$ cat src/design/ccm_pkg.sv
// ----------------------------------------------------------------------------
// ccm_pkg: shared types and constants
// Opcodes, event and message words, preset defaults for the control-surface
// to control-change converter.
// ----------------------------------------------------------------------------
package ccm_pkg;

  localparam int ANALOG_INPUTS = 13;
  localparam int PRESET_WORDS  = 32;
  localparam int PRESET_AW     = 5;
  localparam int PRESET_DW     = 7;
  localparam int MASK_BITS     = 13;

  typedef enum logic [1:0] {
    OP_ANALOG  = 2'd0,
    OP_ENCODER = 2'd1,
    OP_KEY     = 2'd2,
    OP_PRESET  = 2'd3
  } ccm_op_t;

  // configuration register indexes
  localparam logic REG_HYSTERESIS = 1'b0;
  localparam logic REG_INVERT     = 1'b1;

  // preset word of the encoder and the push key (channel half)
  localparam logic [3:0] ENC_WORD = 4'd13;
  localparam logic [3:0] KEY_WORD = 4'd14;

  // encoder pin states
  localparam logic [1:0] ENC_IDLE = 2'd3;
  localparam logic [1:0] ENC_DOWN = 2'd2;
  localparam logic [1:0] ENC_UP   = 2'd1;

  localparam logic [1:0] KEY_UNKNOWN = 2'd2;

  localparam logic [6:0] CC_MAX  = 7'h7F;
  localparam logic [6:0] CC_ZERO = 7'h00;

  localparam logic [9:0]  HYST_RESET   = 10'd7;
  localparam logic [12:0] INVERT_RESET = 13'h0E0;

  typedef struct packed {
    logic [1:0] opcode;
    logic [3:0] control_index;
    logic [9:0] sample;
    logic [1:0] encoder_first;
    logic [1:0] encoder_second;
    logic       key_level;
    logic [4:0] preset_index;
    logic [7:0] preset_value;
  } ccm_item_t;

  typedef struct packed {
    logic       valid;
    logic [3:0] midi_channel;
    logic [6:0] controller_number;
    logic [6:0] cc_value;
  } ccm_msg_t;

  typedef struct packed {
    logic       en;
    logic [4:0] addr;
    logic [6:0] data;
  } ccm_pwr_t;

  typedef struct packed {
    logic [9:0]  hysteresis_threshold;
    logic [12:0] invert_mask;
  } ccm_cfg_t;

  // built-in preset words: channels 0, controllers 70..77, 1..7, 0
  function automatic logic [6:0] preset_default(input logic [4:0] addr);
    logic [6:0] word;
    case (addr) inside
      [5'd16:5'd23]: word = 7'd54 + {2'b00, addr};
      [5'd24:5'd30]: word = {2'b00, addr} - 7'd23;
      default:       word = 7'd0;
    endcase
    return word;
  endfunction

endpackage

$ cat src/design/ccm_event_if.sv
// ----------------------------------------------------------------------------
// ccm_event_if: control-surface event channel
// Valid/ready channel carrying one event word.
// ----------------------------------------------------------------------------
interface ccm_event_if;
  logic       valid;
  logic       ready;
  logic [1:0] opcode;
  logic [3:0] control_index;
  logic [9:0] sample;
  logic [1:0] encoder_first;
  logic [1:0] encoder_second;
  logic       key_level;
  logic [4:0] preset_index;
  logic [7:0] preset_value;

  modport source (output valid, opcode, control_index, sample, encoder_first,
                  encoder_second, key_level, preset_index, preset_value,
                  input ready);
  modport sink (input valid, opcode, control_index, sample, encoder_first,
                encoder_second, key_level, preset_index, preset_value,
                output ready);
endinterface

$ cat src/design/ccm_msg_if.sv
// ----------------------------------------------------------------------------
// ccm_msg_if: control-change message channel
// Valid/ready channel carrying one message word.
// ----------------------------------------------------------------------------
interface ccm_msg_if;
  logic       valid;
  logic       ready;
  logic [3:0] midi_channel;
  logic [6:0] controller_number;
  logic [6:0] cc_value;

  modport source (output valid, midi_channel, controller_number, cc_value,
                  input ready);
  modport sink (input valid, midi_channel, controller_number, cc_value,
                output ready);
endinterface

$ cat src/design/ccm_cfg_if.sv
// ----------------------------------------------------------------------------
// ccm_cfg_if: configuration write channel
// Valid/ready channel carrying a register index and write data.
// ----------------------------------------------------------------------------
interface ccm_cfg_if;
  logic        valid;
  logic        ready;
  logic        index;
  logic [12:0] data;

  modport source (output valid, index, data, input ready);
  modport sink (input valid, index, data, output ready);
endinterface

$ cat src/design/control_surface_to_midi_cc.sv
// ----------------------------------------------------------------------------
// control_surface_to_midi_cc: control-surface events to control-change words
// Analog knobs with hysteresis, encoder and push key, preset table lookup.
// ----------------------------------------------------------------------------
//  channel    direction  handshake      word
//  events     in         valid/ready    opcode, index, sample, pins, preset
//  messages   out        valid/ready    midi_channel, controller, cc_value
//  cfg        in         valid/ready    index (0 threshold, 1 mask), data
//
// one event word per cycle unless messages stall; an event passes the input
// register with preset read, then the decision into the output register
// synchronous reset restores thresholds, stored samples and preset defaults
// a stalled message holds the output register; the input register keeps
// taking words as long as the decision stage can move
// cfg is always ready
// ----------------------------------------------------------------------------
module control_surface_to_midi_cc #(
  parameter int ANALOG_INPUTS = ccm_pkg::ANALOG_INPUTS
) (
  input logic       clk,
  input logic       rst,
  ccm_event_if.sink events,
  ccm_msg_if.source messages,
  ccm_cfg_if.sink   cfg
);

  // stage one: registered event word, preset words read alongside
  logic               s1_valid;
  ccm_pkg::ccm_item_t s1_item;
  logic               fire;
  logic               accept;
  logic [3:0]         rd_src;

  // configuration registers
  ccm_pkg::ccm_cfg_t  cfg_regs;

  // decision outputs
  ccm_pkg::ccm_msg_t  res;
  ccm_pkg::ccm_pwr_t  pwr;
  logic [6:0]         chan_word;
  logic [6:0]         ctrl_word;

  // output register
  logic               out_valid;
  logic [3:0]         out_channel;
  logic [6:0]         out_controller;
  logic [6:0]         out_value;

  // decision stage moves when the output register is empty or draining
  assign fire         = s1_valid && (!out_valid || messages.ready);
  assign events.ready = !s1_valid || fire;
  assign accept       = events.valid && events.ready;
  assign cfg.ready    = 1'b1;

  // preset word source: knob number, or the fixed encoder / key words
  always_comb begin
    case (events.opcode)
      ccm_pkg::OP_ANALOG:  rd_src = events.control_index;
      ccm_pkg::OP_ENCODER: rd_src = ccm_pkg::ENC_WORD;
      default:             rd_src = ccm_pkg::KEY_WORD;
    endcase
  end

  always_ff @(posedge clk) begin
    if (rst) begin
      s1_valid <= 1'b0;
    end else if (events.ready) begin
      s1_valid <= events.valid;
    end
    if (accept) begin
      s1_item.opcode         <= events.opcode;
      s1_item.control_index  <= events.control_index;
      s1_item.sample         <= events.sample;
      s1_item.encoder_first  <= events.encoder_first;
      s1_item.encoder_second <= events.encoder_second;
      s1_item.key_level      <= events.key_level;
      s1_item.preset_index   <= events.preset_index;
      s1_item.preset_value   <= events.preset_value;
    end
  end

  // config writes
  always_ff @(posedge clk) begin
    if (rst) begin
      cfg_regs.hysteresis_threshold <= ccm_pkg::HYST_RESET;
      cfg_regs.invert_mask          <= ccm_pkg::INVERT_RESET;
    end else if (cfg.valid) begin
      case (cfg.index)
        ccm_pkg::REG_HYSTERESIS: cfg_regs.hysteresis_threshold <= cfg.data[9:0];
        ccm_pkg::REG_INVERT:     cfg_regs.invert_mask          <= cfg.data;
        default:                 cfg_regs <= cfg_regs;
      endcase
    end
  end

  ccm_preset u_preset (
    .clk       (clk),
    .rst       (rst),
    .rd_en     (accept),
    .rd_src    (rd_src),
    .wr        (pwr),
    .chan_word (chan_word),
    .ctrl_word (ctrl_word)
  );

  ccm_core #(
    .ANALOG_INPUTS (ANALOG_INPUTS)
  ) u_core (
    .clk       (clk),
    .rst       (rst),
    .fire      (fire),
    .item      (s1_item),
    .cfg       (cfg_regs),
    .chan_word (chan_word),
    .ctrl_word (ctrl_word),
    .res       (res),
    .pwr       (pwr)
  );

  // output register
  always_ff @(posedge clk) begin
    if (rst) begin
      out_valid <= 1'b0;
    end else if (fire) begin
      out_valid <= res.valid;
    end else if (messages.ready) begin
      out_valid <= 1'b0;
    end
    if (fire && res.valid) begin
      out_channel    <= res.midi_channel;
      out_controller <= res.controller_number;
      out_value      <= res.cc_value;
    end
  end

  assign messages.valid             = out_valid;
  assign messages.midi_channel      = out_channel;
  assign messages.controller_number = out_controller;
  assign messages.cc_value          = out_value;

`ifndef SYNTHESIS
  // a preset write never yields a message
  a_preset_silent: assert property (@(posedge clk) disable iff (rst)
    fire && s1_item.opcode == ccm_pkg::OP_PRESET |=> !messages.valid)
    else $error("preset write produced a message");

  // a held event word stays put until the decision stage takes it
  a_s1_hold: assert property (@(posedge clk) disable iff (rst)
    s1_valid && !fire |=> s1_valid && $stable(s1_item))
    else $error("stage one word lost while stalled");

  // every decided message lands in the output register
  a_msg_loaded: assert property (@(posedge clk) disable iff (rst)
    fire && res.valid |=> messages.valid)
    else $error("decided message not presented");

  // preset writes only come from the decision stage
  a_pwr_fire: assert property (@(posedge clk) disable iff (rst)
    pwr.en |-> fire && !s1_item.preset_value[7])
    else $error("preset write outside a decision");
`endif

endmodule

$ cat src/design/ccm_ram.sv
// ----------------------------------------------------------------------------
// ccm_ram: generic ram
// One write port, two read ports with registered read data.
// ----------------------------------------------------------------------------
module ccm_ram #(
  parameter int WIDTH = 8,
  parameter int DEPTH = 32
) (
  input  logic                     clk,
  input  logic                     we,
  input  logic [$clog2(DEPTH)-1:0] waddr,
  input  logic [WIDTH-1:0]         wdata,
  input  logic                     re,
  input  logic [$clog2(DEPTH)-1:0] raddr_a,
  input  logic [$clog2(DEPTH)-1:0] raddr_b,
  output logic [WIDTH-1:0]         rdata_a,
  output logic [WIDTH-1:0]         rdata_b
);

  logic [WIDTH-1:0] mem [DEPTH];

  always_ff @(posedge clk) begin
    if (we) begin
      mem[waddr] <= wdata;
    end
    if (re) begin
      rdata_a <= mem[raddr_a];
      rdata_b <= mem[raddr_b];
    end
  end

endmodule

$ cat src/design/ccm_preset.sv
// ----------------------------------------------------------------------------
// ccm_preset: preset table
// Ram with per-word valid bits over the built-in defaults, write bypass.
// ----------------------------------------------------------------------------
module ccm_preset (
  input  logic              clk,
  input  logic              rst,
  input  logic              rd_en,
  input  logic [3:0]        rd_src,
  input  ccm_pkg::ccm_pwr_t wr,
  output logic [6:0]        chan_word,
  output logic [6:0]        ctrl_word
);

  logic [ccm_pkg::PRESET_WORDS-1:0] written;
  logic [ccm_pkg::PRESET_AW-1:0]    addr_a;
  logic [ccm_pkg::PRESET_AW-1:0]    addr_b;
  logic [ccm_pkg::PRESET_DW-1:0]    ram_a;
  logic [ccm_pkg::PRESET_DW-1:0]    ram_b;
  logic                             use_ram_a;
  logic                             use_ram_b;
  logic [ccm_pkg::PRESET_DW-1:0]    hold_a;
  logic [ccm_pkg::PRESET_DW-1:0]    hold_b;
  logic                             hit_a;
  logic                             hit_b;

  assign addr_a = {1'b0, rd_src};
  assign addr_b = {1'b1, rd_src};
  assign hit_a  = wr.en && (wr.addr == addr_a);
  assign hit_b  = wr.en && (wr.addr == addr_b);

  ccm_ram #(
    .WIDTH (ccm_pkg::PRESET_DW),
    .DEPTH (ccm_pkg::PRESET_WORDS)
  ) u_ram (
    .clk     (clk),
    .we      (wr.en),
    .waddr   (wr.addr),
    .wdata   (wr.data),
    .re      (rd_en),
    .raddr_a (addr_a),
    .raddr_b (addr_b),
    .rdata_a (ram_a),
    .rdata_b (ram_b)
  );

  always_ff @(posedge clk) begin
    if (rst) begin
      written <= '0;
    end else if (wr.en) begin
      written[wr.addr] <= 1'b1;
    end
  end

  // unwritten words read their default, a same-cycle write is forwarded
  always_ff @(posedge clk) begin
    if (rd_en) begin
      use_ram_a <= written[addr_a] && !hit_a;
      use_ram_b <= written[addr_b] && !hit_b;
      hold_a    <= hit_a ? wr.data : ccm_pkg::preset_default(addr_a);
      hold_b    <= hit_b ? wr.data : ccm_pkg::preset_default(addr_b);
    end
  end

  assign chan_word = use_ram_a ? ram_a : hold_a;
  assign ctrl_word = use_ram_b ? ram_b : hold_b;

endmodule

$ cat src/design/ccm_core.sv
// ----------------------------------------------------------------------------
// ccm_core: event decision logic
// Hysteresis test, encoder and key state tracking, message and preset write.
// ----------------------------------------------------------------------------
module ccm_core #(
  parameter int ANALOG_INPUTS = ccm_pkg::ANALOG_INPUTS
) (
  input  logic               clk,
  input  logic               rst,
  input  logic               fire,
  input  ccm_pkg::ccm_item_t item,
  input  ccm_pkg::ccm_cfg_t  cfg,
  input  logic [6:0]         chan_word,
  input  logic [6:0]         ctrl_word,
  output ccm_pkg::ccm_msg_t  res,
  output ccm_pkg::ccm_pwr_t  pwr
);

  localparam int IDX_W = (ANALOG_INPUTS > 1) ? $clog2(ANALOG_INPUTS) : 1;

  logic signed [10:0] last_sent [ANALOG_INPUTS];
  logic [1:0]         last_enc;
  logic [1:0]         last_key;

  logic [IDX_W-1:0]   slot;
  logic               in_range;
  logic signed [10:0] last_val;
  logic signed [11:0] diff;
  logic [11:0]        abs_diff;
  logic               analog_send;
  logic [12:0]        inv_bits;
  logic [6:0]         analog_val;
  logic               enc_change;
  logic               enc_send;
  logic [6:0]         enc_val;
  logic               key_change;
  logic [6:0]         key_val;

  assign slot       = item.control_index[IDX_W-1:0];
  assign in_range   = {1'b0, item.control_index} < 5'(ANALOG_INPUTS);
  assign last_val   = last_sent[slot];
  assign diff       = {last_val[10], last_val} - {2'b00, item.sample};
  assign abs_diff   = diff[11] ? 12'(-diff) : 12'(diff);
  assign analog_send = in_range && (abs_diff > {2'b00, cfg.hysteresis_threshold});
  // inputs past the mask width shift in zeros and never invert
  assign inv_bits   = cfg.invert_mask >> item.control_index;
  assign analog_val = item.sample[9:3] ^ {7{inv_bits[0]}};

  assign enc_change = (item.encoder_first == item.encoder_second) &&
                      (item.encoder_first != last_enc);
  assign enc_send   = enc_change && (last_enc == ccm_pkg::ENC_IDLE) &&
                      ((item.encoder_first == ccm_pkg::ENC_DOWN) ||
                       (item.encoder_first == ccm_pkg::ENC_UP));
  assign enc_val    = (item.encoder_first == ccm_pkg::ENC_UP) ? ccm_pkg::CC_MAX
                                                              : ccm_pkg::CC_ZERO;

  assign key_change = {1'b0, item.key_level} != last_key;
  assign key_val    = item.key_level ? ccm_pkg::CC_ZERO : ccm_pkg::CC_MAX;

  always_comb begin
    res.midi_channel      = chan_word[3:0];
    res.controller_number = ctrl_word;
    res.valid             = 1'b0;
    res.cc_value          = ccm_pkg::CC_ZERO;
    case (item.opcode)
      ccm_pkg::OP_ANALOG: begin
        res.valid    = analog_send;
        res.cc_value = analog_val;
      end
      ccm_pkg::OP_ENCODER: begin
        res.valid    = enc_send;
        res.cc_value = enc_val;
      end
      ccm_pkg::OP_KEY: begin
        res.valid    = key_change;
        res.cc_value = key_val;
      end
      default: begin
        res.valid = 1'b0;
      end
    endcase
  end

  assign pwr.en   = fire && (item.opcode == ccm_pkg::OP_PRESET) && !item.preset_value[7];
  assign pwr.addr = item.preset_index;
  assign pwr.data = item.preset_value[6:0];

  always_ff @(posedge clk) begin
    if (rst) begin
      for (int i = 0; i < ANALOG_INPUTS; i++) begin
        last_sent[i] <= '1;
      end
      last_enc <= ccm_pkg::ENC_IDLE;
      last_key <= ccm_pkg::KEY_UNKNOWN;
    end else if (fire) begin
      if (item.opcode == ccm_pkg::OP_ANALOG && analog_send) begin
        last_sent[slot] <= {1'b0, item.sample};
      end
      if (item.opcode == ccm_pkg::OP_ENCODER && enc_change) begin
        last_enc <= item.encoder_first;
      end
      if (item.opcode == ccm_pkg::OP_KEY && key_change) begin
        last_key <= {1'b0, item.key_level};
      end
    end
  end

endmodule

$ cat src/flat_wrapper.sv
// flat-port wrapper written by rule: the top's interface ports become plain ports
module control_surface_to_midi_cc_flat 
#(
  parameter int ANALOG_INPUTS = ccm_pkg::ANALOG_INPUTS
)
  (clk, rst, events_valid, events_opcode, events_control_index, events_sample, events_encoder_first, events_encoder_second, events_key_level, events_preset_index, events_preset_value, events_ready, messages_valid, messages_midi_channel, messages_controller_number, messages_cc_value, messages_ready, cfg_valid, cfg_index, cfg_data, cfg_ready);
  ccm_event_if events_i ();
  ccm_msg_if messages_i ();
  ccm_cfg_if cfg_i ();
  input logic clk;
  input logic rst;
  input wire logic [$bits(events_i.valid)-1:0] events_valid;
  input wire logic [$bits(events_i.opcode)-1:0] events_opcode;
  input wire logic [$bits(events_i.control_index)-1:0] events_control_index;
  input wire logic [$bits(events_i.sample)-1:0] events_sample;
  input wire logic [$bits(events_i.encoder_first)-1:0] events_encoder_first;
  input wire logic [$bits(events_i.encoder_second)-1:0] events_encoder_second;
  input wire logic [$bits(events_i.key_level)-1:0] events_key_level;
  input wire logic [$bits(events_i.preset_index)-1:0] events_preset_index;
  input wire logic [$bits(events_i.preset_value)-1:0] events_preset_value;
  output wire logic [$bits(events_i.ready)-1:0] events_ready;
  output wire logic [$bits(messages_i.valid)-1:0] messages_valid;
  output wire logic [$bits(messages_i.midi_channel)-1:0] messages_midi_channel;
  output wire logic [$bits(messages_i.controller_number)-1:0] messages_controller_number;
  output wire logic [$bits(messages_i.cc_value)-1:0] messages_cc_value;
  input wire logic [$bits(messages_i.ready)-1:0] messages_ready;
  input wire logic [$bits(cfg_i.valid)-1:0] cfg_valid;
  input wire logic [$bits(cfg_i.index)-1:0] cfg_index;
  input wire logic [$bits(cfg_i.data)-1:0] cfg_data;
  output wire logic [$bits(cfg_i.ready)-1:0] cfg_ready;
  assign events_i.valid = events_valid;
  assign events_i.opcode = events_opcode;
  assign events_i.control_index = events_control_index;
  assign events_i.sample = events_sample;
  assign events_i.encoder_first = events_encoder_first;
  assign events_i.encoder_second = events_encoder_second;
  assign events_i.key_level = events_key_level;
  assign events_i.preset_index = events_preset_index;
  assign events_i.preset_value = events_preset_value;
  assign events_ready = events_i.ready;
  assign messages_valid = messages_i.valid;
  assign messages_midi_channel = messages_i.midi_channel;
  assign messages_controller_number = messages_i.controller_number;
  assign messages_cc_value = messages_i.cc_value;
  assign messages_i.ready = messages_ready;
  assign cfg_i.valid = cfg_valid;
  assign cfg_i.index = cfg_index;
  assign cfg_i.data = cfg_data;
  assign cfg_ready = cfg_i.ready;
  control_surface_to_midi_cc #(.ANALOG_INPUTS(ANALOG_INPUTS)) u_core (.clk(clk), .rst(rst), .events(events_i), .messages(messages_i), .cfg(cfg_i));
endmodule
$ cat config.mk
export PLATFORM = sky130hd
export DESIGN_NAME = control_surface_to_midi_cc_flat
export DESIGN_NICKNAME = d
export VERILOG_FILES = /design/src/design/ccm_pkg.sv /design/src/design/ccm_event_if.sv /design/src/design/ccm_msg_if.sv /design/src/design/ccm_cfg_if.sv /design/src/design/control_surface_to_midi_cc.sv /design/src/design/ccm_ram.sv /design/src/design/ccm_preset.sv /design/src/design/ccm_core.sv /design/src/flat_wrapper.sv
export SDC_FILE = /design/constraint.sdc
export NUM_CORES = 1
export LEC_CHECK = 0
export ABC_AREA = 1
export BUFFER_PORTS_ARGS = -buffer_cell sky130_fd_sc_hd__buf_2
export CAP_MARGIN = 15
export CORE_UTILIZATION = 45
export DETAILED_ROUTE_END_ITERATION = 8
export PLACE_DENSITY_LB_ADDON = 0.05
export SETUP_SLACK_MARGIN = 0.1
export SYNTH_ARGS = -nofsm -noshare
export SYNTH_HDL_FRONTEND = slang
export SYNTH_HIERARCHICAL = 1
export SYNTH_SLANG_ARGS = --single-unit
$ cat constraint.sdc
create_clock -name clk -period 8.5 [get_ports clk]
set_input_delay 0 -clock clk [delete_from_list [all_inputs] [get_ports clk]]
set_output_delay 0 -clock clk [all_outputs]
set_load 0.005 [all_outputs]
Yosys cells after proc, flatten, opt, wreduce, memory -nomap -nowiden
Memory sizes are Yosys's and may differ from the RTL's. A register that Yosys moved wholly into a read port is not among the register bits.
Cells that the tools add are included.
{"block": "totals", "reg_bits": 126, "ram_bits": 367, "inputBits": 53, "mem_count": 2}
{"memory": "u_core.u_preset.u_ram.mem", "depth": 32, "word_bits": 7, "rd": 2, "rd_clocked_by_memory_dff": 2, "wr": 1, "line": "ccm_ram.sv:20", "source": "logic [WIDTH-1:0] mem [DEPTH];"}
{"memory": "u_core.u_core.last_sent", "depth": 13, "word_bits": 11, "rd": 1, "rd_clocked_by_memory_dff": 1, "wr": 13, "line": "ccm_core.sv:21", "source": "logic signed [10:0] last_sent [ANALOG_INPUTS];"}
{"block": "classes", "addsub": 6, "order_cmp": 14, "eq_ne": 12, "n_shift": 1, "muxes": 34, "bitwise_logic": 3, "n_reduce_logical": 37}
{"operator": "$mux W7", "count": 6}
{"operator": "$or A32 B32 Y32", "count": 1}
{"operator": "$mux W4", "count": 6}
{"operator": "$logic_and A1 B1 Y1", "count": 21}
{"operator": "$pmux W7 S3", "count": 1}
{"operator": "$mux W1", "count": 14}
{"operator": "$shr A13 B4 Y1", "count": 1}
{"operator": "$gt A12 B10 Y1", "count": 1}
{"operator": "$lt A5 B6 Y1 const B", "count": 2}
{"operator": "$mux W12", "count": 1}
{"operator": "$neg A12 Y12", "count": 1}
{"operator": "$sub A11 B11 Y12", "count": 1}
{"operator": "$mux W11", "count": 1}
{"operator": "$reduce_or A11 Y1", "count": 1}
{"operator": "$ge A4 B5 Y1 const B", "count": 2}
{"operator": "$ge A5 B5 Y1 const B", "count": 2}
{"operator": "$le A4 B5 Y1 const B", "count": 2}
{"operator": "$le A5 B5 Y1 const B", "count": 2}
{"operator": "$bmux W1 S4", "count": 2}
{"operator": "$eq A2 B2 Y1 const B", "count": 4}
{"operator": "$pmux W4 S2", "count": 1}
{"operator": "$reduce_and A2 Y1", "count": 4}
{"operator": "$add A6 B5 Y7 const A", "count": 1}
{"operator": "$xor A7 B7 Y7", "count": 1}
{"operator": "19 further kinds", "count": 28}

Logic depth before layout (Yosys ltp)
Gate-level depths: netlist of run 1.
{"block": "depth", "ltp_word": 12, "mapped_depth": 38, "mapped_depth_nobuf": 34}

Modules after synthesis
The synthesis of run 1 kept the hierarchy.
{"mod": "ccm_ram", "n_inst": 1, "cells_per_inst": 1353, "area_each_um2": 12055.3, "seq_area_each_um2": 7146.9}
{"mod": "ccm_core", "n_inst": 1, "cells_per_inst": 985, "area_each_um2": 10251.1, "seq_area_each_um2": 5144.9}
{"mod": "control_surface_to_midi_cc", "n_inst": 1, "cells_per_inst": 197, "area_each_um2": 2583.7, "seq_area_each_um2": 2062.0}
{"mod": "ccm_preset", "n_inst": 1, "cells_per_inst": 294, "area_each_um2": 2357.3, "seq_area_each_um2": 1121.1}

Least setup slack after synthesis of run 1
OpenSTA, ideal clock, no wires.
{"block": "synth_timing", "kind": "register to register", "from": "reg u_core/s1_item[28] (netlist bit)", "to": "reg u_core.out_value[0], in the netlist u_core/messages.cc_value[0] (enable)", "setup_time_ns": 0.416, "t_arrival_ns": 5.632, "required_time_ns": 8.084, "path_slack_ns": 2.452, "path_stages_with_launch": 37, "period_less_slack_ns": 6.048, "path_cell_list": "edfxtp_1 buf_6 inv_4 nor2_8 buf_1 a22oi_1 a31oi_1 or4_1 ha_1 nand2_1 nand2_1 nand2_1 nand2_1 nand2_1 nand3_1 nand2_1 nand2_1 nand2_2 buf_6 inv_1 nor2_1 xor2_1 inv_1 ha_1 nand2_1 o21bai_1 a21o_1 nand2_1 nand2_1 a22oi_1 a21oi_2 nand2_4 buf_12 nand2_1 o211ai_1 inv_1 nor3_1"}
{"item": "from (decl)", "line": "control_surface_to_midi_cc.sv:29", "source": "ccm_pkg::ccm_item_t s1_item;"}
{"item": "to (signal assigned)", "line": "control_surface_to_midi_cc.sv:132", "source": "out_value <= res.cc_value;"}
{"item": "to (decl)", "line": "control_surface_to_midi_cc.sv:47", "source": "logic [6:0] out_value;"}

==> results of run 1 <==
==> metrics by stage <==
step	utilization (%)	std cells	hold slack [ns]	total power, uW	setup WS, ns
after global routing	50.62	3482	0.05620	6507	1.232
final	50.62	3482	0.08058	6268	1.752
after CTS	50.58	3481	0.03971	6312	1.753
after detailed placement	46.15	3308	0.1782	3807	1.758
after global placement	46.15	3308	0.1783	3802	1.901
after floorplan	-	2639	0.06907	3596	2.452
==> final timing paths <==
kind                                                start                                   end  slack (ns)  cells past startpoint
worst max-delay path                   u_core/s1_item[29]  u_core/messages.controller_number[6]        1.75                     30
worst min-delay path                     events_sample[6]                    u_core/s1_item[24]        0.08                      2
worst max register to register         u_core/s1_item[29]  u_core/messages.controller_number[6]        1.75                     30
worst min register to register  u_core/u_core/last_key[1]             u_core/u_core/last_key[1]        0.46                      2
==> cell usage in the layout (no fill, tap or decap), types with 20 or more instances in the layout <==
| master | count |
|---|---|
| o21bai_1 | 51 |
| nor2_1 | 160 |
| conb_1 | 33 |
| o21bai_2 | 81 |
| inv_1 | 119 |
| nand3_1 | 385 |
| a21oi_1 | 45 |
| inv_2 | 20 |
| nand2_1 | 745 |
| dlygate4sd3_1 | 67 |
| a31oi_1 | 40 |
| clkbuf_16 | 60 |
| dfxtp_1 | 74 |
| o21ai_0 | 28 |
| buf_2 | 71 |
| a22oi_1 | 45 |
| buf_4 | 36 |
| edfxtp_1 | 460 |
| ha_1 | 27 |
==> routing by layer <==
| metal | part of all wire (%) | up-vias | routed length [um] |
|---|---|---|---|
| li1 | - | 9049 | - |
| met1 | 41 | 9341 | 30850 |
| met2 | 51 | 585 | 38790 |
| met3 | 5.1 | 127 | 3890 |
| met4 | 3.1 | 0 | 2335 |
| met5 | 0 | - | 0 |
==> layout make-up <==
| class | instances | area [um^2] | share of cell area (%) |
|---|---|---|---|
| clock buffers | 77 | 1615 | 5.541 |
| clock inverters | 29 | 261.5 | 0.8970 |
| inverters | 144 | 548.0 | 1.880 |
| multi-input cells | 1758 | 9151 | 31.39 |
| flip-flops and latches | 534 | 15290 | 52.47 |
| well taps | 765 | 957.2 | 3.283 |
| repair buffers | 175 | 1324 | 4.541 |
==> power breakdown <==
group / switching, uW / leakage [uW] / internal (uW)
Sequential: 55.9 / 0.00492 / 2940
Clock: 1040 / 0.000920 / 1450
Combinational: 528 / 0.00554 / 257
==> flip-flops by register name (all words and copies together), names as in the netlist, 7 cells and up <==
register / cells
u_core/cfg_regs: 23
u_core/messages.cc_value: 7
u_core/messages.controller_number: 7
u_core/s1_item: 34
u_core/u_core/last_sent: 173
u_core/u_preset/hold_b: 7
u_core/u_preset/u_ram/mem: 224
u_core/u_preset/u_ram/rdata_b: 7
u_core/u_preset/written: 32
==> metrics.txt, run 1 <==
clock skew 0.03580 ns; Crit Path Category flip-flop to flip-flop; Max Slew Vio Count 0; Die Y 243.1 um; min Tclk post-route 6.748 ns; Worst Path Buf+Inv 4; DP HPWL 49670 um; num ports 74; gpl congestion 0.9199; deepest clock path buffer count 3; Rel. slew slack 31.60%; Vias 19100; DRC Markers 0; DR WL/cell 21.79 um; design area 29150 um^2; Mapped Cells 2610; status finished, final reports clean; Starting Density 45.42%; Root Driver clkbuf_16; Fin. Hold Viols 0; Max Clk Rate 148.2 MHz; Worst Tran Pin Value 1.026 ns; period utilization 79.38%; crit path DAT 7.08 ns; deepest level of the CTS H-tree 2; pwr/cell area 215.0 nW/um^2; antenna cells 0; Area Overhead vs Synth 11.46%; Crit path max-delay family simple AND/OR/NAND/NOR gates; Post-CTS Setup Inserts 0; core box area 57590 um^2; most used cell, CP nand2_1; fillers 5223; Worst Path Max Fanout 45; post-CTS sizing 0; GRT overflow 0; HP Class input pin to flip-flop; clock-pin slew on the worst setup and hold paths 0.06 ns; Leakage 0.01138 uW; number of global-route vias before repair 18600; synthesized cell area 26160 um^2; RSZ-0062 raised after global routing no; Rows 88; total track usage 25.54%; Slowest cell on crit path edfxtp_1; Crit. End Element flip-flop; TritonCTS clock tree yes; final setup fails 0; drt first-iter violations 1605; Worst Setup Start Kind flip-flop; Post-DP Area 26580 um^2; initial antenna violation count 0; grt met3 use 3.804%; Mapped Avg Cell Area 10.02 um^2; Post-layout nets 2752; met1 GRT Util 31.82%; global-route wire length before repair 114300 um; routed wire length 75860 um; post-route ant nets 0; CTS Buf Count 58; layout cells sized above 1 12.92%; clk_lat worst skew 0.63 ns; first-pass detailed-route iteration total 5; port bufs 72; GRT Max-Usage Layer met2; largest net degree at the start of global routing 147; Worst VDD drop 163.1 uV; setup TNS 0 ns; Die ar. 59090 um^2; YS warnings 6; DIE WIDTH 243.1 um; drt via density 5.486; Worst EP required 8.83 ns; slowest stage delay, CP 0.96 ns; Post-CTS Hold Buffers 67; met2 usage 45.27%; total clock sinks 534; max-cap violation count 0
No activity file was read; power rests on OpenSTA's default activity.
==> run 2: changes to the inputs <==
- ABC_AREA: 1 -> 0
- clock period: 8.5 -> 5.4 ns (I/O delays scaled with it)
==> run 2 against run 1 <==
  * The flow now finishes with violations (setup timing)
  * Worst setup slack got worse by 2.1 ns
  * Sequential power rose by 58%
  * Non-clock buffer count rose by 82
  * Highest routed layer unchanged
==> metrics.txt, run 2 <==
max-cap violation count 0 (unchanged); Starting Density 45.55% (was 45.42%); gpl congestion 0.7994 (was 0.9199); CTS Buf Count 57 (was 58); global-route wire length before repair 97900 um (was 114300 um); Root Driver clkbuf_16 (unchanged); deepest clock path buffer count 3 (unchanged); Max Clk Rate 173.8 MHz (was 148.2 MHz); min Tclk post-route 5.755 ns (was 6.748 ns); RSZ-0062 raised after global routing yes (was no); largest net degree at the start of global routing 155 (was 147); most common library cell in the layout ignoring fill and taps edfxtp_1 (was nand2_1); worst slack, placed -0.4036 ns (was 1.758 ns); number of global-route vias before repair 15130 (was 18600); slowest stage delay, CP 0.56 ns (was 0.96 ns); Crit Path Category flip-flop to flip-flop (unchanged); Die Y 238.4 um (was 243.1 um); GRT Max-Usage Layer met2 (unchanged); sequential power share 47.1% (was 47.7%); Mapped Avg Cell Area 15.86 um^2 (was 10.02 um^2); drt via density 5.820 (was 5.486); clk_lat worst skew 0.64 ns (was 0.63 ns); antenna cells 0 (unchanged); port bufs 72 (unchanged); Slowest cell on crit path mux4_2 (was edfxtp_1); Sw Share 24.56% (was 25.95%); met2 usage 39.74% (was 45.27%); clock skew 0.04070 ns (was 0.03580 ns); max reg flops 224 (unchanged); failing checks setup timing; Rows 86 (was 88); Mapped Cells 1585 (was 2610); period utilization 106.6% (was 79.38%); Clk pwr share 38.9% (was 39.7%); Top reg by flops u_core/u_preset/u_ram/mem (unchanged); core box area 55200 um^2 (was 57590 um^2); final setup fails 291 (was 0); DIE WIDTH 238.4 um (was 243.1 um); most frequent cells in the layout 460 x edfxtp_1, 166 x mux4_2, 124 x nor2_1 (was 745 x nand2_1, 460 x edfxtp_1, 385 x nand3_1); crit-path cells buf_6, bufbuf_16, mux4_2, mux4_2, ha_1, a32o_2, o31a_1, or3_4, and2_4, nand2b_4, o31ai_4, xor2_1, ha_1, and3_1, nand3_1, o221ai_1, a31o_2, o41ai_4, a22o_4, buf_12, buf_12, a31o_2; num ports 74 (unchanged); total track usage 23.25% (was 25.54%); layout cells sized above 1 31.15% (was 12.92%); HP Class input pin to flip-flop (unchanged); post-route ant nets 0 (unchanged); DP HPWL 42260 um (was 49670 um); Worst EP required 5.75 ns (was 8.83 ns); YS warnings 6 (unchanged); Comb pwr share 14.0% (was 12.5%); Post-layout nets 1869 (was 2752); Worst VDD drop 273.2 uV (was 163.1 uV); crit path DAT 6.11 ns (was 7.08 ns); Regs by FF count u_core/u_preset/u_ram/mem x224, u_core/u_core/last_sent x173, u_core/s1_item x34 (unchanged); synthesized cell area 25140 um^2 (was 26160 um^2); Area Overhead vs Synth 18.71% (was 11.46%); Leakage 0.01073 uW (was 0.01138 uW); Fin. Hold Viols 0 (unchanged); GRT overflow 0 (unchanged); deepest level of the CTS H-tree 2 (unchanged); met1 GRT Util 30.23% (was 31.82%); Max Slew Vio Count 0 (unchanged); Worst Setup Start Kind flip-flop (unchanged); P_sw 2454 uW (was 1627 uW); routed wire length 65130 um (was 75860 um); TritonCTS clock tree yes (unchanged); drt first-iter violations 1177 (was 1605); DRC Markers 0 (unchanged); Rel. slew slack 21.00% (was 31.60%); total clock sinks 534 (unchanged); pwr/cell area 334.8 nW/um^2 (was 215.0 nW/um^2); hold slack 0.07211 ns (was 0.08058 ns); grt met3 use 3.054% (was 3.804%); internal power 7539 uW (was 4641 uW); clock-pin slew on the worst setup and hold paths 0.06 ns (about the same); DR WL/cell 25.21 um (was 21.79 um); Crit. End Element flip-flop (unchanged); first-pass detailed-route iteration total 5 (unchanged); status finished with violations (was finished, final reports clean); initial antenna violation count 2 (was 0); Worst Path Max Fanout 28 (was 45); Final WS setup -0.3546 ns (was 1.752 ns); Die ar. 56830 um^2 (was 59090 um^2); Vias 15040 (was 19100); Worst Tran Pin Value 1.181 ns (was 1.026 ns)
==> run 2: per-stage QoR <==
stage / TNS (ns) / total power [uW] / cells / utilization [%] / area [um^2]
after global placement: -95.09 / 6099 / 2391 / 48.71 / 26890
after detailed placement: -102.18 / 6105 / 2391 / 48.71 / 26890
after floorplan: -8.109 / 5638 / 1621 / - / 25570
final: -80.20 / 9993 / 2584 / 54.07 / 29850
after CTS: -79.23 / 10080 / 2575 / 53.77 / 29680
after global routing: -131.25 / 10350 / 2584 / 54.07 / 29850
==> run 2: path summary, 6_finish.rpt <==
kind / cells past startpoint / slack [ns] / startpoint / endpoint
max: 22 / -0.35 / u_core/s1_item[28] / u_core/u_core/last_sent[8][9]
min: 2 / 0.07 / events_preset_value[1] / u_core/s1_item[1]
max reg2reg: 22 / -0.35 / u_core/s1_item[28] / u_core/u_core/last_sent[8][9]
min reg2reg: 2 / 0.44 / u_core/u_core/last_key[1] / u_core/u_core/last_key[1]
==> run 2: layout make-up <==
cell class | instances | area (um^2)
clock buffer | 73 | 1506
clock inverter | 34 | 346.6
fill | 4440 | 25350
inverter | 35 | 131.4
multi-input combinational | 903 | 9378
sequential | 534 | 15290
tap | 748 | 935.9
timing repair buffer | 257 | 2255
==> run 2: repair_timing <==
item	4_1_cts	5_1_grt
hold buffers	67	0
pin swaps	6	4
endpoints found under the hold margin	97	0
cloned	8	4
setup endpoints to repair	291	292
resized for setup	27	10
buffers inserted	3	2
==> run 2: power groups by stage <==
stage	combinational, uW	sequential, uW	clock (uW)
global route	1510	4720	4120
floorplan	899	4740	0
global placement	1290	4810	0
detailed placement	1290	4810	0
finish	1400	4710	3880
CTS	1380	4720	3980
==> run 2: critical path, delay by kind of cell (launching register included) <==
family	cells	cell delay [ns]
buffers and inverters	4	0.76
muxes	2	1.11
and+or+nand+nor	5	0.85
AOI/OAI and AO/OA	8	1.67
adders and majority gates	2	0.65
xor gates and xnor gates	1	0.09
DFF	1	0.34
==> run 2: metal layers <==
metal	routed length [um]	share of wire (%)
met5	0	0
met4	2243	3.4
met3	2930	4.5
met2	33230	51
met1	26730	41
==> run 3: changes to the inputs <==
- CORE_UTILIZATION: 45 -> 50
==> run 3 against run 2 <==
  * The run still ends with setup timing left
  * Flip-flop and latch count stayed put
  * Final cell count is 3.4% lower
  * Register-to-register slack better by 0.09 ns
  * Combinational power hardly changed
  * Die area is 9.9% lower
  * Core utilization is 6.5 points higher
  * Clock power is 4% higher
  * Cell area hardly changed
  * Critical endpoint is now u_core/u_core/last_sent[0][8]
  * Largest cell class unchanged
==> metrics.txt, run 3 (synthesis results as in run 2) <==
FF-to-FF End u_core/u_core/last_sent[0][8] (was u_core/u_core/last_sent[8][9]); DIE WIDTH 226.3 um (was 238.4 um); period utilization 104.9% (was 106.6%); layout cells sized above 1 31.10% (was 31.15%); DRC Markers 0 (unchanged); crit path DAT 5.97 ns (was 6.11 ns); Final WS setup -0.2648 ns (was -0.3546 ns); Leakage 0.01076 uW (was 0.01073 uW); HP Class input pin to flip-flop (unchanged); CTS Buf Count 57 (unchanged); WL met1 25250 um (was 26730 um); pwr/cell area 339.3 nW/um^2 (was 334.8 nW/um^2); initial antenna violation count 0 (was 2); min Tclk post-route 5.665 ns (was 5.755 ns); Max Slew Vio Count 0 (unchanged); GRT overflow 0 (unchanged); Rel. slew slack 22.85% (was 21.00%); largest net degree at the start of global routing 104 (was 155); num ports 74 (unchanged); failing checks setup timing (unchanged); total power 10120 uW (was 9993 uW); global-route wire length before repair 94010 um (was 97900 um); most frequent cells in the layout 460 x edfxtp_1, 166 x mux4_2, 123 x nor2_1 (was 460 x edfxtp_1, 166 x mux4_2, 124 x nor2_1); Post-layout nets 1865 (was 1869); Area Overhead vs Synth 18.63% (was 18.71%); met3 WL 3458 um (was 2930 um); Worst VDD drop 451.7 uV (was 273.2 uV); non-filler instance count after layout 2497 (was 2584); Post-Place Cells 2301 (was 2391); R2R Path Start u_core/s1_item[28] (unchanged); deepest clock path buffer count 3 (unchanged); clock-pin slew on the worst setup and hold paths 0.06 ns (about the same); core box area 49250 um^2 (was 55200 um^2); DP HPWL 39660 um (was 42260 um); Worst Tran Pin Value 1.157 ns (was 1.181 ns); Crit. End Element flip-flop (unchanged); Root Driver clkbuf_16 (unchanged); first-pass detailed-route iteration total 5 (unchanged); antenna cells 0 (unchanged); Die ar. 51190 um^2 (was 56830 um^2); Vias 15050 (was 15040); Worst Setup Start Kind flip-flop (unchanged); Regs by FF count u_core/u_preset/u_ram/mem x224, u_core/u_core/last_sent x173, u_core/s1_item x34 (unchanged); fillers 3766 (was 4440); drt via density 6.027 (was 5.820); clk_lat worst skew 0.63 ns (was 0.64 ns); post-route ant nets 0 (unchanged); total track usage 24.93% (was 23.25%); setup TNS -53.30 ns (was -80.20 ns); RSZ-0062 raised after global routing yes (unchanged); routed wire length 62120 um (was 65130 um); Max Clk Rate 176.5 MHz (was 173.8 MHz); clock skew 0.02462 ns (was 0.04070 ns); DR WL/cell 24.88 um (was 25.21 um); Rows 81 (was 86); most common library cell in the layout ignoring fill and taps edfxtp_1 (unchanged); Fin. Hold Viols 0 (unchanged); Starting Density 51.05% (was 45.55%); status finished with violations (unchanged); Worst Path Max Fanout 23 (was 28); Hold Path End u_core/s1_item[16] (was u_core/s1_item[1]); Reg2Reg Depth 21 (was 22); drt first-iter violations 1300 (was 1177); reg-to-reg slack, setup -0.26 ns (was -0.35 ns); total clock sinks 534 (unchanged); final setup fails 277 (was 291); gpl congestion 0.8387 (was 0.7994); Crit Path Category flip-flop to flip-flop (unchanged); Worst EP required 5.71 ns (was 5.75 ns); worst hold path stage count 2 (unchanged); Top reg by flops u_core/u_preset/u_ram/mem (unchanged); max reg flops 224 (unchanged); port bufs 72 (unchanged); TritonCTS clock tree yes (unchanged); number of global-route vias before repair 15140 (was 15130); metal2 WL 31620 um (was 33230 um); Max Used Layer met4 (unchanged); max-cap violation count 0 (unchanged); hold_sp events_encoder_first[0] (was events_preset_value[1]); Die Y 226.3 um (was 238.4 um); deepest level of the CTS H-tree 2 (unchanged)
-- run 3: repair_timing --
action | 4_1_cts | 5_1_grt
endpoints found under the hold margin | 64 | 0
setup endpoints to repair | 291 | 292
hold buffers | 69 | 0
resized for setup | 14 | 10
pin swaps | 2 | 1
buffers inserted | 4 | 0
gates cloned | 6 | 3
-- run 3: stage by stage --
stage	cell area [um^2]	hold WS (ns)	worst slack (ns)	utilization (%)
after floorplan	25570	0.07238	-0.06834	-
after global placement	26740	0.1770	-0.3955	54.29
after detailed placement	26750	0.1781	-0.4012	54.32
after CTS	29550	0.04634	-0.2695	60.00
after global routing	29830	0.07824	-0.4508	60.56
final	29830	0.07852	-0.2648	60.56
-- run 3: per-layer routing --
layer	GRT usage, %	vias to the layer above
met2	42.41	443
li1	-	6729
met3	3.823	100
met1	32.65	7778
met4	8.653	0
met5	0	-
-- run 3: cell type report --
| class | count | area (um^2) | area share (%) |
|---|---|---|---|
| Multi-Input combinational cell | 902 | 9370 | 31.41 |
| Timing Repair Buffer | 254 | 2253 | 7.555 |
| Sequential cell | 534 | 15290 | 51.28 |
| Clock buffer | 72 | 1567 | 5.252 |
| Clock inverter | 36 | 380.4 | 1.275 |
| Inverter | 35 | 131.4 | 0.4405 |
| Tap cell | 664 | 830.8 | 2.785 |
-- run 3: worst max path at each step --
stage	from	to	slack [ns]
after floorplan	u_core/s1_item[28]	u_core/u_core/last_sent[10][0]	-0.07
after global placement	u_core/s1_item[28]	u_core/u_core/last_sent[0][1]	-0.40
after detailed placement	u_core/s1_item[28]	u_core/u_core/last_sent[12][6]	-0.40
after CTS	u_core/s1_item[28]	u_core/u_core/last_sent[7][4]	-0.27
after global routing	u_core/s1_item[28]	u_core/u_core/last_sent[12][9]	-0.45
final	u_core/s1_item[28]	u_core/u_core/last_sent[0][8]	-0.26
-- run 3: critical path: stages (launching register included) --
cell and delay, ns:
edfxtp_1 0.37, buf_12 0.17, buf_12 0.13, mux4_2 0.54
mux4_2 0.56, fa_2 0.39, a32o_2 0.26, o31a_1 0.25
or3_4 0.33, and2_4 0.16, nand2b_4 0.14, o31ai_4 0.18
xor2_1 0.17, ha_1 0.26, and3_1 0.15, nand3_1 0.08
o221ai_1 0.09, a31o_2 0.28, o41ai_2 0.08, a22o_4 0.25
buf_12 0.20, a31o_2 0.28
-- run 3: power breakdown --
part / leakage, uW / total (uW) / switching, uW / internal (uW)
Sequential: 0.00492 / 4700 / 76.9 / 4620
Clock: 0.000958 / 4020 / 1640 / 2390
Combinational: 0.00489 / 1400 / 702 / 693
Total: 0.0108 / 10100 / 2420 / 7710
